**config.mk**
```make
export PLATFORM = sky130hd
export DESIGN_NAME = extended_euclidean_gcd_core
export DESIGN_NICKNAME = d
export VERILOG_FILES = /design/src/egcd_pkg.sv /design/src/egcd_datapath.sv /design/src/egcd_controller.sv /design/src/extended_euclidean_gcd_core.sv
export SDC_FILE = /design/constraint.sdc
export NUM_CORES = 1
export LEC_CHECK = 0
export BUFFER_PORTS_ARGS = -buffer_cell sky130_fd_sc_hd__buf_2
export CORE_MARGIN = 3
export CORE_UTILIZATION = 40
export DETAILED_ROUTE_END_ITERATION = 10
export PLACE_DENSITY_LB_ADDON = 0.08
export SLEW_MARGIN = 20
export SYNTH_ARGS = -nofsm -noshare
export SYNTH_HDL_FRONTEND = slang
export SYNTH_HIERARCHICAL = 1
export SYNTH_SLANG_ARGS = --single-unit
```
**constraint.sdc**
```tcl
create_clock -name clock -period 7.7 [get_ports clock]
set_input_delay 0.385 -clock clock [delete_from_list [all_inputs] [get_ports clock]]
set_output_delay 0.385 -clock clock [all_outputs]
set_load 0.02 [all_outputs]
```
**src/egcd_pkg.sv**
```systemverilog
// Package for the extended Euclidean gcd core: widths, types, controller state and command/status buses.
package egcd_pkg;

   localparam int WIDTH    = 32;
   localparam int CNT_W    = $clog2(WIDTH);

   typedef logic [WIDTH-1:0]        opnd_type;
   typedef logic signed [WIDTH:0]   coef_type;
   typedef logic [CNT_W-1:0]        cnt_type;

   localparam cnt_type CNT_LAST = cnt_type'(WIDTH - 1);

   typedef enum logic [1:0] {
      ST_IDLE,
      ST_CHECK,
      ST_DIV,
      ST_DONE
   } egcd_state_type;

   // Controller to datapath
   typedef struct packed {
      logic load;
      logic div_init;
      logic div_step;
      logic update;
   } egcd_cmd_type;

   // Datapath to controller
   typedef struct packed {
      logic r1_zero;
      logic div_last;
   } egcd_status_type;

endpackage

```
**src/egcd_datapath.sv**
```systemverilog
// Datapath of the extended gcd core: remainder/coefficient registers and shift-subtract divider.
module egcd_datapath (
   input  logic                      clock,
   input  logic                      reset,
   input  egcd_pkg::egcd_cmd_type    cmd,
   input  egcd_pkg::opnd_type        operand_a,
   input  egcd_pkg::opnd_type        operand_b,
   output egcd_pkg::egcd_status_type status,
   output egcd_pkg::opnd_type        divisor,
   output egcd_pkg::coef_type        coef_x,
   output egcd_pkg::coef_type        coef_y
);
   import egcd_pkg::*;

   opnd_type r0_ff, r0_in, r1_ff, r1_in;
   coef_type s0_ff, s0_in, s1_ff, s1_in;
   coef_type t0_ff, t0_in, t1_ff, t1_in;
   opnd_type rem_ff, rem_in, dvd_ff, dvd_in;
   coef_type ps_ff, ps_in, pt_ff, pt_in;
   cnt_type  cnt_ff, cnt_in;

   logic [WIDTH:0]   rem_sh;
   logic [WIDTH:0]   rem_diff;
   logic             qbit;

   // one restoring division step; q*s1 and q*t1 build up MSB first
   always_comb begin
      rem_sh   = {rem_ff, dvd_ff[WIDTH-1]};
      rem_diff = rem_sh - {1'b0, r1_ff};
      qbit     = (rem_sh >= {1'b0, r1_ff});
   end

   always_comb begin
      r0_in  = r0_ff;
      r1_in  = r1_ff;
      s0_in  = s0_ff;
      s1_in  = s1_ff;
      t0_in  = t0_ff;
      t1_in  = t1_ff;
      rem_in = rem_ff;
      dvd_in = dvd_ff;
      ps_in  = ps_ff;
      pt_in  = pt_ff;
      cnt_in = cnt_ff;
      if (cmd.load) begin
         r0_in = operand_a;
         r1_in = operand_b;
         s0_in = coef_type'(1);
         s1_in = '0;
         t0_in = '0;
         t1_in = coef_type'(1);
      end
      if (cmd.div_init) begin
         rem_in = '0;
         dvd_in = r0_ff;
         ps_in  = '0;
         pt_in  = '0;
         cnt_in = '0;
      end
      if (cmd.div_step) begin
         rem_in = qbit ? rem_diff[WIDTH-1:0] : rem_sh[WIDTH-1:0];
         dvd_in = {dvd_ff[WIDTH-2:0], 1'b0};
         ps_in  = (ps_ff <<< 1) + (qbit ? s1_ff : coef_type'(0));
         pt_in  = (pt_ff <<< 1) + (qbit ? t1_ff : coef_type'(0));
         cnt_in = cnt_ff + cnt_type'(1);
      end
      if (cmd.update) begin
         r0_in = r1_ff;
         r1_in = rem_ff;
         s0_in = s1_ff;
         s1_in = s0_ff - ps_ff;
         t0_in = t1_ff;
         t1_in = t0_ff - pt_ff;
      end
   end

   always_ff @(posedge clock) begin
      r0_ff  <= r0_in;
      r1_ff  <= r1_in;
      s0_ff  <= s0_in;
      s1_ff  <= s1_in;
      t0_ff  <= t0_in;
      t1_ff  <= t1_in;
      rem_ff <= rem_in;
      dvd_ff <= dvd_in;
      ps_ff  <= ps_in;
      pt_ff  <= pt_in;
      cnt_ff <= cnt_in;
   end

   assign status.r1_zero  = (r1_ff == '0);
   assign status.div_last = (cnt_ff == CNT_LAST);

   assign divisor = r0_ff;
   assign coef_x  = s0_ff;
   assign coef_y  = t0_ff;

   // partial remainder stays below the divisor through the whole division
   a_rem_below: assert property (@(posedge clock) disable iff (reset)
      cmd.div_step |-> (rem_ff < r1_ff))
      else $error("partial remainder not below divisor");

   // a step is only ever taken with a nonzero divisor
   a_update_nonzero: assert property (@(posedge clock) disable iff (reset)
      (cmd.update || cmd.div_init) |-> (r1_ff != '0))
      else $error("division with zero divisor");

   // the remainder loaded by a step is smaller than the old divisor
   a_r1_shrinks: assert property (@(posedge clock) disable iff (reset)
      cmd.update |=> (r1_ff < r0_ff))
      else $error("remainder sequence not decreasing");

endmodule

```
**src/egcd_controller.sv**
```systemverilog
// Controller state machine of the extended gcd core.
module egcd_controller (
   input  logic                      clock,
   input  logic                      reset,
   input  logic                      start,
   input  egcd_pkg::egcd_status_type status,
   output egcd_pkg::egcd_cmd_type    cmd,
   output logic                      busy,
   output logic                      rsp_strobe
);
   import egcd_pkg::*;

   egcd_state_type state_ff, state_in;

   // update happens the cycle after the last division step
   logic update_ff;

   always_comb begin
      state_in = state_ff;
      case (state_ff)
         ST_IDLE:  if (start) state_in = ST_CHECK;
         ST_CHECK: begin
            // an update cycle still sees the old r1; check again after it
            if (update_ff) begin
               state_in = ST_CHECK;
            end else begin
               state_in = status.r1_zero ? ST_DONE : ST_DIV;
            end
         end
         ST_DIV:   if (status.div_last) state_in = ST_CHECK;
         ST_DONE:  state_in = ST_IDLE;
         default:  state_in = ST_IDLE;
      endcase
   end

   always_comb begin
      cmd        = '0;
      busy       = 1'b1;
      rsp_strobe = 1'b0;
      case (state_ff)
         ST_IDLE: begin
            busy     = 1'b0;
            cmd.load = start;
         end
         ST_CHECK: begin
            cmd.update   = update_ff;
            cmd.div_init = !update_ff && !status.r1_zero;
         end
         ST_DIV: begin
            cmd.div_step = 1'b1;
            cmd.update   = 1'b0;
         end
         ST_DONE: begin
            rsp_strobe = 1'b1;
         end
         default: begin
            busy = 1'b1;
         end
      endcase
   end

   always_ff @(posedge clock) begin
      if (reset) begin
         state_ff  <= ST_IDLE;
         update_ff <= 1'b0;
      end else begin
         state_ff  <= state_in;
         update_ff <= (state_ff == ST_DIV) && status.div_last;
      end
   end

   a_accept_check: assert property (@(posedge clock) disable iff (reset)
      (state_ff == ST_IDLE && start) |=> (state_ff == ST_CHECK))
      else $error("accepted transfer did not start work");

   a_strobe_single: assert property (@(posedge clock) disable iff (reset)
      rsp_strobe |=> !rsp_strobe)
      else $error("result strobe longer than one cycle");

   a_div_to_check: assert property (@(posedge clock) disable iff (reset)
      (state_ff == ST_DIV && status.div_last) |=> (state_ff == ST_CHECK && update_ff))
      else $error("division end not followed by update");

   a_no_strobe_busy_low: assert property (@(posedge clock) disable iff (reset)
      rsp_strobe |-> busy)
      else $error("strobe while idle");

   a_update_not_idle: assert property (@(posedge clock) disable iff (reset)
      cmd.update |-> (state_ff == ST_CHECK))
      else $error("update outside check state");

endmodule

```
**src/extended_euclidean_gcd_core.sv**
```systemverilog
// Top level of the extended Euclidean gcd core: controller plus datapath.
//
// Computes divisor = gcd(a, b) and Bezout coefficients coef_x, coef_y with
// divisor = a*coef_x + b*coef_y, the same triple as the recursive textbook
// form (b = 0 gives (a, 1, 0); a = b = 0 gives (0, 1, 0)). A transfer is
// taken when start is high and busy is low; busy then stays high until the
// result has been shown. The result appears for exactly one cycle with
// rsp_strobe high and must be captured then: the receiver cannot stall it.
// One item at a time. Each item runs K Euclid steps (at most about 46 for
// 32-bit operands); each step is a check-state pass that starts the
// divider, a one-bit-per-cycle restoring divider that yields WIDTH quotient
// bits and builds q*s1 and q*t1 in the same cycles, and a second check-state
// pass that applies the remainder/coefficient update. A final check that
// finds the remainder zero and the strobe cycle close the item; busy drops
// the cycle after the strobe.
module extended_euclidean_gcd_core (
   input  logic                clock,
   input  logic                reset,
   input  logic                start,
   output logic                busy,
   input  egcd_pkg::opnd_type  req_operand_a,
   input  egcd_pkg::opnd_type  req_operand_b,
   output logic                rsp_strobe,
   output egcd_pkg::opnd_type  rsp_divisor,
   output egcd_pkg::coef_type  rsp_coef_x,
   output egcd_pkg::coef_type  rsp_coef_y
);
   import egcd_pkg::*;

   egcd_cmd_type    ctl_cmd;
   egcd_status_type dp_status;

   // controller: start handshake, step sequencing, update, result strobe
   egcd_controller u_ctrl (
      .clock      (clock),
      .reset      (reset),
      .start      (start),
      .status     (dp_status),
      .cmd        (ctl_cmd),
      .busy       (busy),
      .rsp_strobe (rsp_strobe)
   );

   egcd_datapath u_dp (
      .clock     (clock),
      .reset     (reset),
      .cmd       (ctl_cmd),
      .operand_a (req_operand_a),
      .operand_b (req_operand_b),
      .status    (dp_status),
      .divisor   (rsp_divisor),
      .coef_x    (rsp_coef_x),
      .coef_y    (rsp_coef_y)
   );

endmodule
```
==> metrics <==
distinct cell type count after synthesis 79; FFs w/ async S/R, synth 0%; Seq pwr share 38.2%; vias 16.36k; Tmin final 5.953 ns; final hold violations 0; largest net degree at the start of global routing 106; Power Total 6.218 mW; Root Driver clkbuf_16; drt via density 5.480; syn avg cell area 10.30 sq um; Max IR drop VDD 153.0 uV; Ports 167; sw power 2.091 mW; wire length per cell 19.13 um; Crit path top cell by count o21ai_0; Final Max Tran Viols 0; post-cts sizing count 0; run status complete, no violations; Post-Syn Area 21760 sq um; Design Area, Final 24600 sq um; row count 84; final WL 57110 um; Die Area 57250 sq um; NumNets Final 2497; Area growth syn-to-layout 13.03%; clock edge transition at the registers on the reported setup and hold paths 0.06 ns; max_cap viols 0; total core area 53180 sq um; worst-path cell chain ha_1 -> a21o_1 -> a2111oi_4 -> o21ai_2 -> o31ai_4 -> o21ai_2 -> o21a_4 -> and2_1 -> ha_1 -> fa_1 -> a21oi_1 -> o21ai_0 -> a31oi_1 -> o21ai_0 -> nor2_1 -> o31ai_1 -> a221oi_1 -> o21ai_0 -> mux2i_1; hold buffer count at CTS 1; vias in the first global route 16.48k; most common flop cell mapped by yosys edfxtp_1; first-pass GRT wire length 90490 um; Ys Warns 6; PortBufs 166; Internal Pwr Total 4.127 mW; Logic pwr share 30.6%; detailed placement HPWL 40630 um; Sw Ratio 33.62%; worst-skew pair later-pin latency 0.58 ns; Initial Util 40.93%; Worst EP arrival 6.27 ns; Setup WS post-layout 1.747 ns; Final period util 77.31%; 1st-iter DRT viols 905; CTS tree yes; Setup-failing EPs final 0; Crit. End Element register; worst slew pin tran 1.066 ns; DRC violation count after routing 0; drt first pass iters 5; synthesized flop and latch total 334; Pwr per Cell Area 252.8 nW/um^2; Worst Path Required 8.02 ns; Rel. slew slack 28.96%; Worst Path Class, Setup register to register; number of enable-type register cells in the synthesized netlist 330; leakage power 10.17 nW; register area share after synthesis 45.90%; RSZ-0062 raised after global routing false; syn nets 2345; dpl ws 1.808 ns; crit path max fanout 65; Clk pwr share 31.2%; most common cell after layout, fill and taps aside edfxtp_1; Post CTS Setup Buffer Count 0; GP Congestion 0.8967; Max stage delay on crit path 0.54 ns; fmax 168.0 MHz; Finished Core Util 46.26%; Final TNS setup 0 ns; Critical Path Start Type register; GRT Total Usage 19.81%; most frequent cells in the layout edfxtp_1 (330), nor2_1 (167), buf_2 (166); Antenna Nets Post-Route 0; Die Ht 239.3 um; Syn Inst Count 2113; placed cell area 23260 sq um; antenna violations before repair 2; share of cells above drive strength 1 14.32%; Final Skew 0.02564 ns; Tightest Hold Check Type primary input to register; maximum buffer depth of the clock tree 3; H-Tree Level Count 2; CTS Buf Count 41; Crit-path slowest cell a221oi_1; clk sink count 334; Die Span X 239.3 um; GR Overflow Total 0
[worst max-delay path, delay by kind of cell, from the launching register on]
family                   cells  cell delay [ns]
AND/OR/NAND/NOR              2             0.53
AO/OA/AOI/OAI               13             3.54
adder cells (fa/ha/maj)      3             1.03
multiplexers                 1             0.15
flip-flops                   1             0.43
[final cells by class]
cell class | count | area [sq um]
diodes | 1 | 2.502
inverters | 142 | 533.0
well taps | 688 | 860.8
flip-flops and latches | 334 | 9990
multi-input cells | 1568 | 10950
fillers | 5031 | 28580
clock buffers | 52 | 1089
clock inverters | 23 | 236.5
repair buffers | 178 | 935.9
[routing by layer]
metal,part of all wire [%],up-vias,global-route usage (%)
met5,0.023,-,0
met4,2.7,2,6.340
met3,3.9,82,2.902
met2,46,289,32.31
met1,47,7904,27.27
li1,-,8086,-
[cells in the mapped netlist (all sizes together) (5+ instances only)]
cell type  count  area share (%)
a211oi        22            0.76
ha           160             9.2
clkbuf        54            0.93
o21a          28            0.97
mux2i         17            0.78
a21oi        160             3.7
xor2          45             1.8
nand3         46             1.1
nor2         167             2.9
fa             5            0.46
and3          24            0.69
o211ai        18            0.62
o31ai          7            0.30
nor4          17            0.49
nand2        131             2.3
nor3          48             1.1
a21o          77             2.7
o2111ai        5            0.20
o21bai        14            0.48
or2            8            0.23
a22o          30             1.2
or3           11            0.32
inv          142             2.4
nand4         25            0.72
xnor2         48             1.9
buf           15            0.49
o21ai         91             2.1
a31oi         10            0.29
or3b           5            0.20
o31a           9            0.36
edfxtp       330              46
nor2b         20            0.57
a31o           6            0.24
nand2b        36             1.0
and2         141             4.1
mux2          66             3.4
a21boi        11            0.38
[flip-flops by register name, indices dropped and copies added, names as in the netlist]
name	count
u_dp/t1_ff	33
u_dp/coef_y	33
u_dp/s1_ff	33
u_dp/divisor	32
u_dp/coef_x	33
u_dp/ps_ff	33
u_dp/cnt_ff	5
u_dp/rem_ff	32
u_dp/r1_ff	32
u_ctrl/update_ff	1
u_dp/dvd_ff	32
u_dp/pt_ff	33
u_ctrl/state_ff	2
[final timing paths]
check,endpoint,cells past startpoint,from,slack [ns]
hold / removal,u_dp/divisor[0],2,req_operand_a[0],0.11
setup reg to reg,u_dp/ps_ff[31],19,u_dp/rem_ff[13],1.75
setup / recovery,u_dp/ps_ff[31],19,u_dp/rem_ff[13],1.75
hold reg to reg,u_dp/dvd_ff[0],2,u_dp/dvd_ff[0],0.52
[stage by stage]
stage / hold slack, ns / cells
after floorplan: 0.4541 / 2113
after global placement: 0.4830 / 2909
after detailed placement: 0.4983 / 2909
after CTS: 0.05604 / 2985
after global routing: 0.08075 / 2985
final: 0.1067 / 2986
[power by group through the flow]
| stage | Combinational (mW) | Sequential, mW | Clock (mW) |
|---|---|---|---|
| 4_1_cts | 1.90 | 2.38 | 2.02 |
| 3_5_place_dp | 1.89 | 2.41 | 0 |
| 5_1_grt | 2.13 | 2.40 | 2.08 |
| 2_1_floorplan | 1.42 | 2.42 | 0 |
| 6_report | 1.90 | 2.38 | 1.94 |
| 3_3_place_gp | 1.88 | 2.41 | 0 |
[cells by family after synthesis]
group                      after synthesis  share of synthesized area, %
and+or+nand+nor                        701                         16.46
muxes                                   83                         4.197
DFF                                    334                         45.90
adders and majority gates              165                         9.658
buffers and inverters                  211                         3.869
AOI/OAI and AO/OA                      525                         16.07
xor gates and xnor gates                94                         3.846
(Power assumes the default switching activity.)
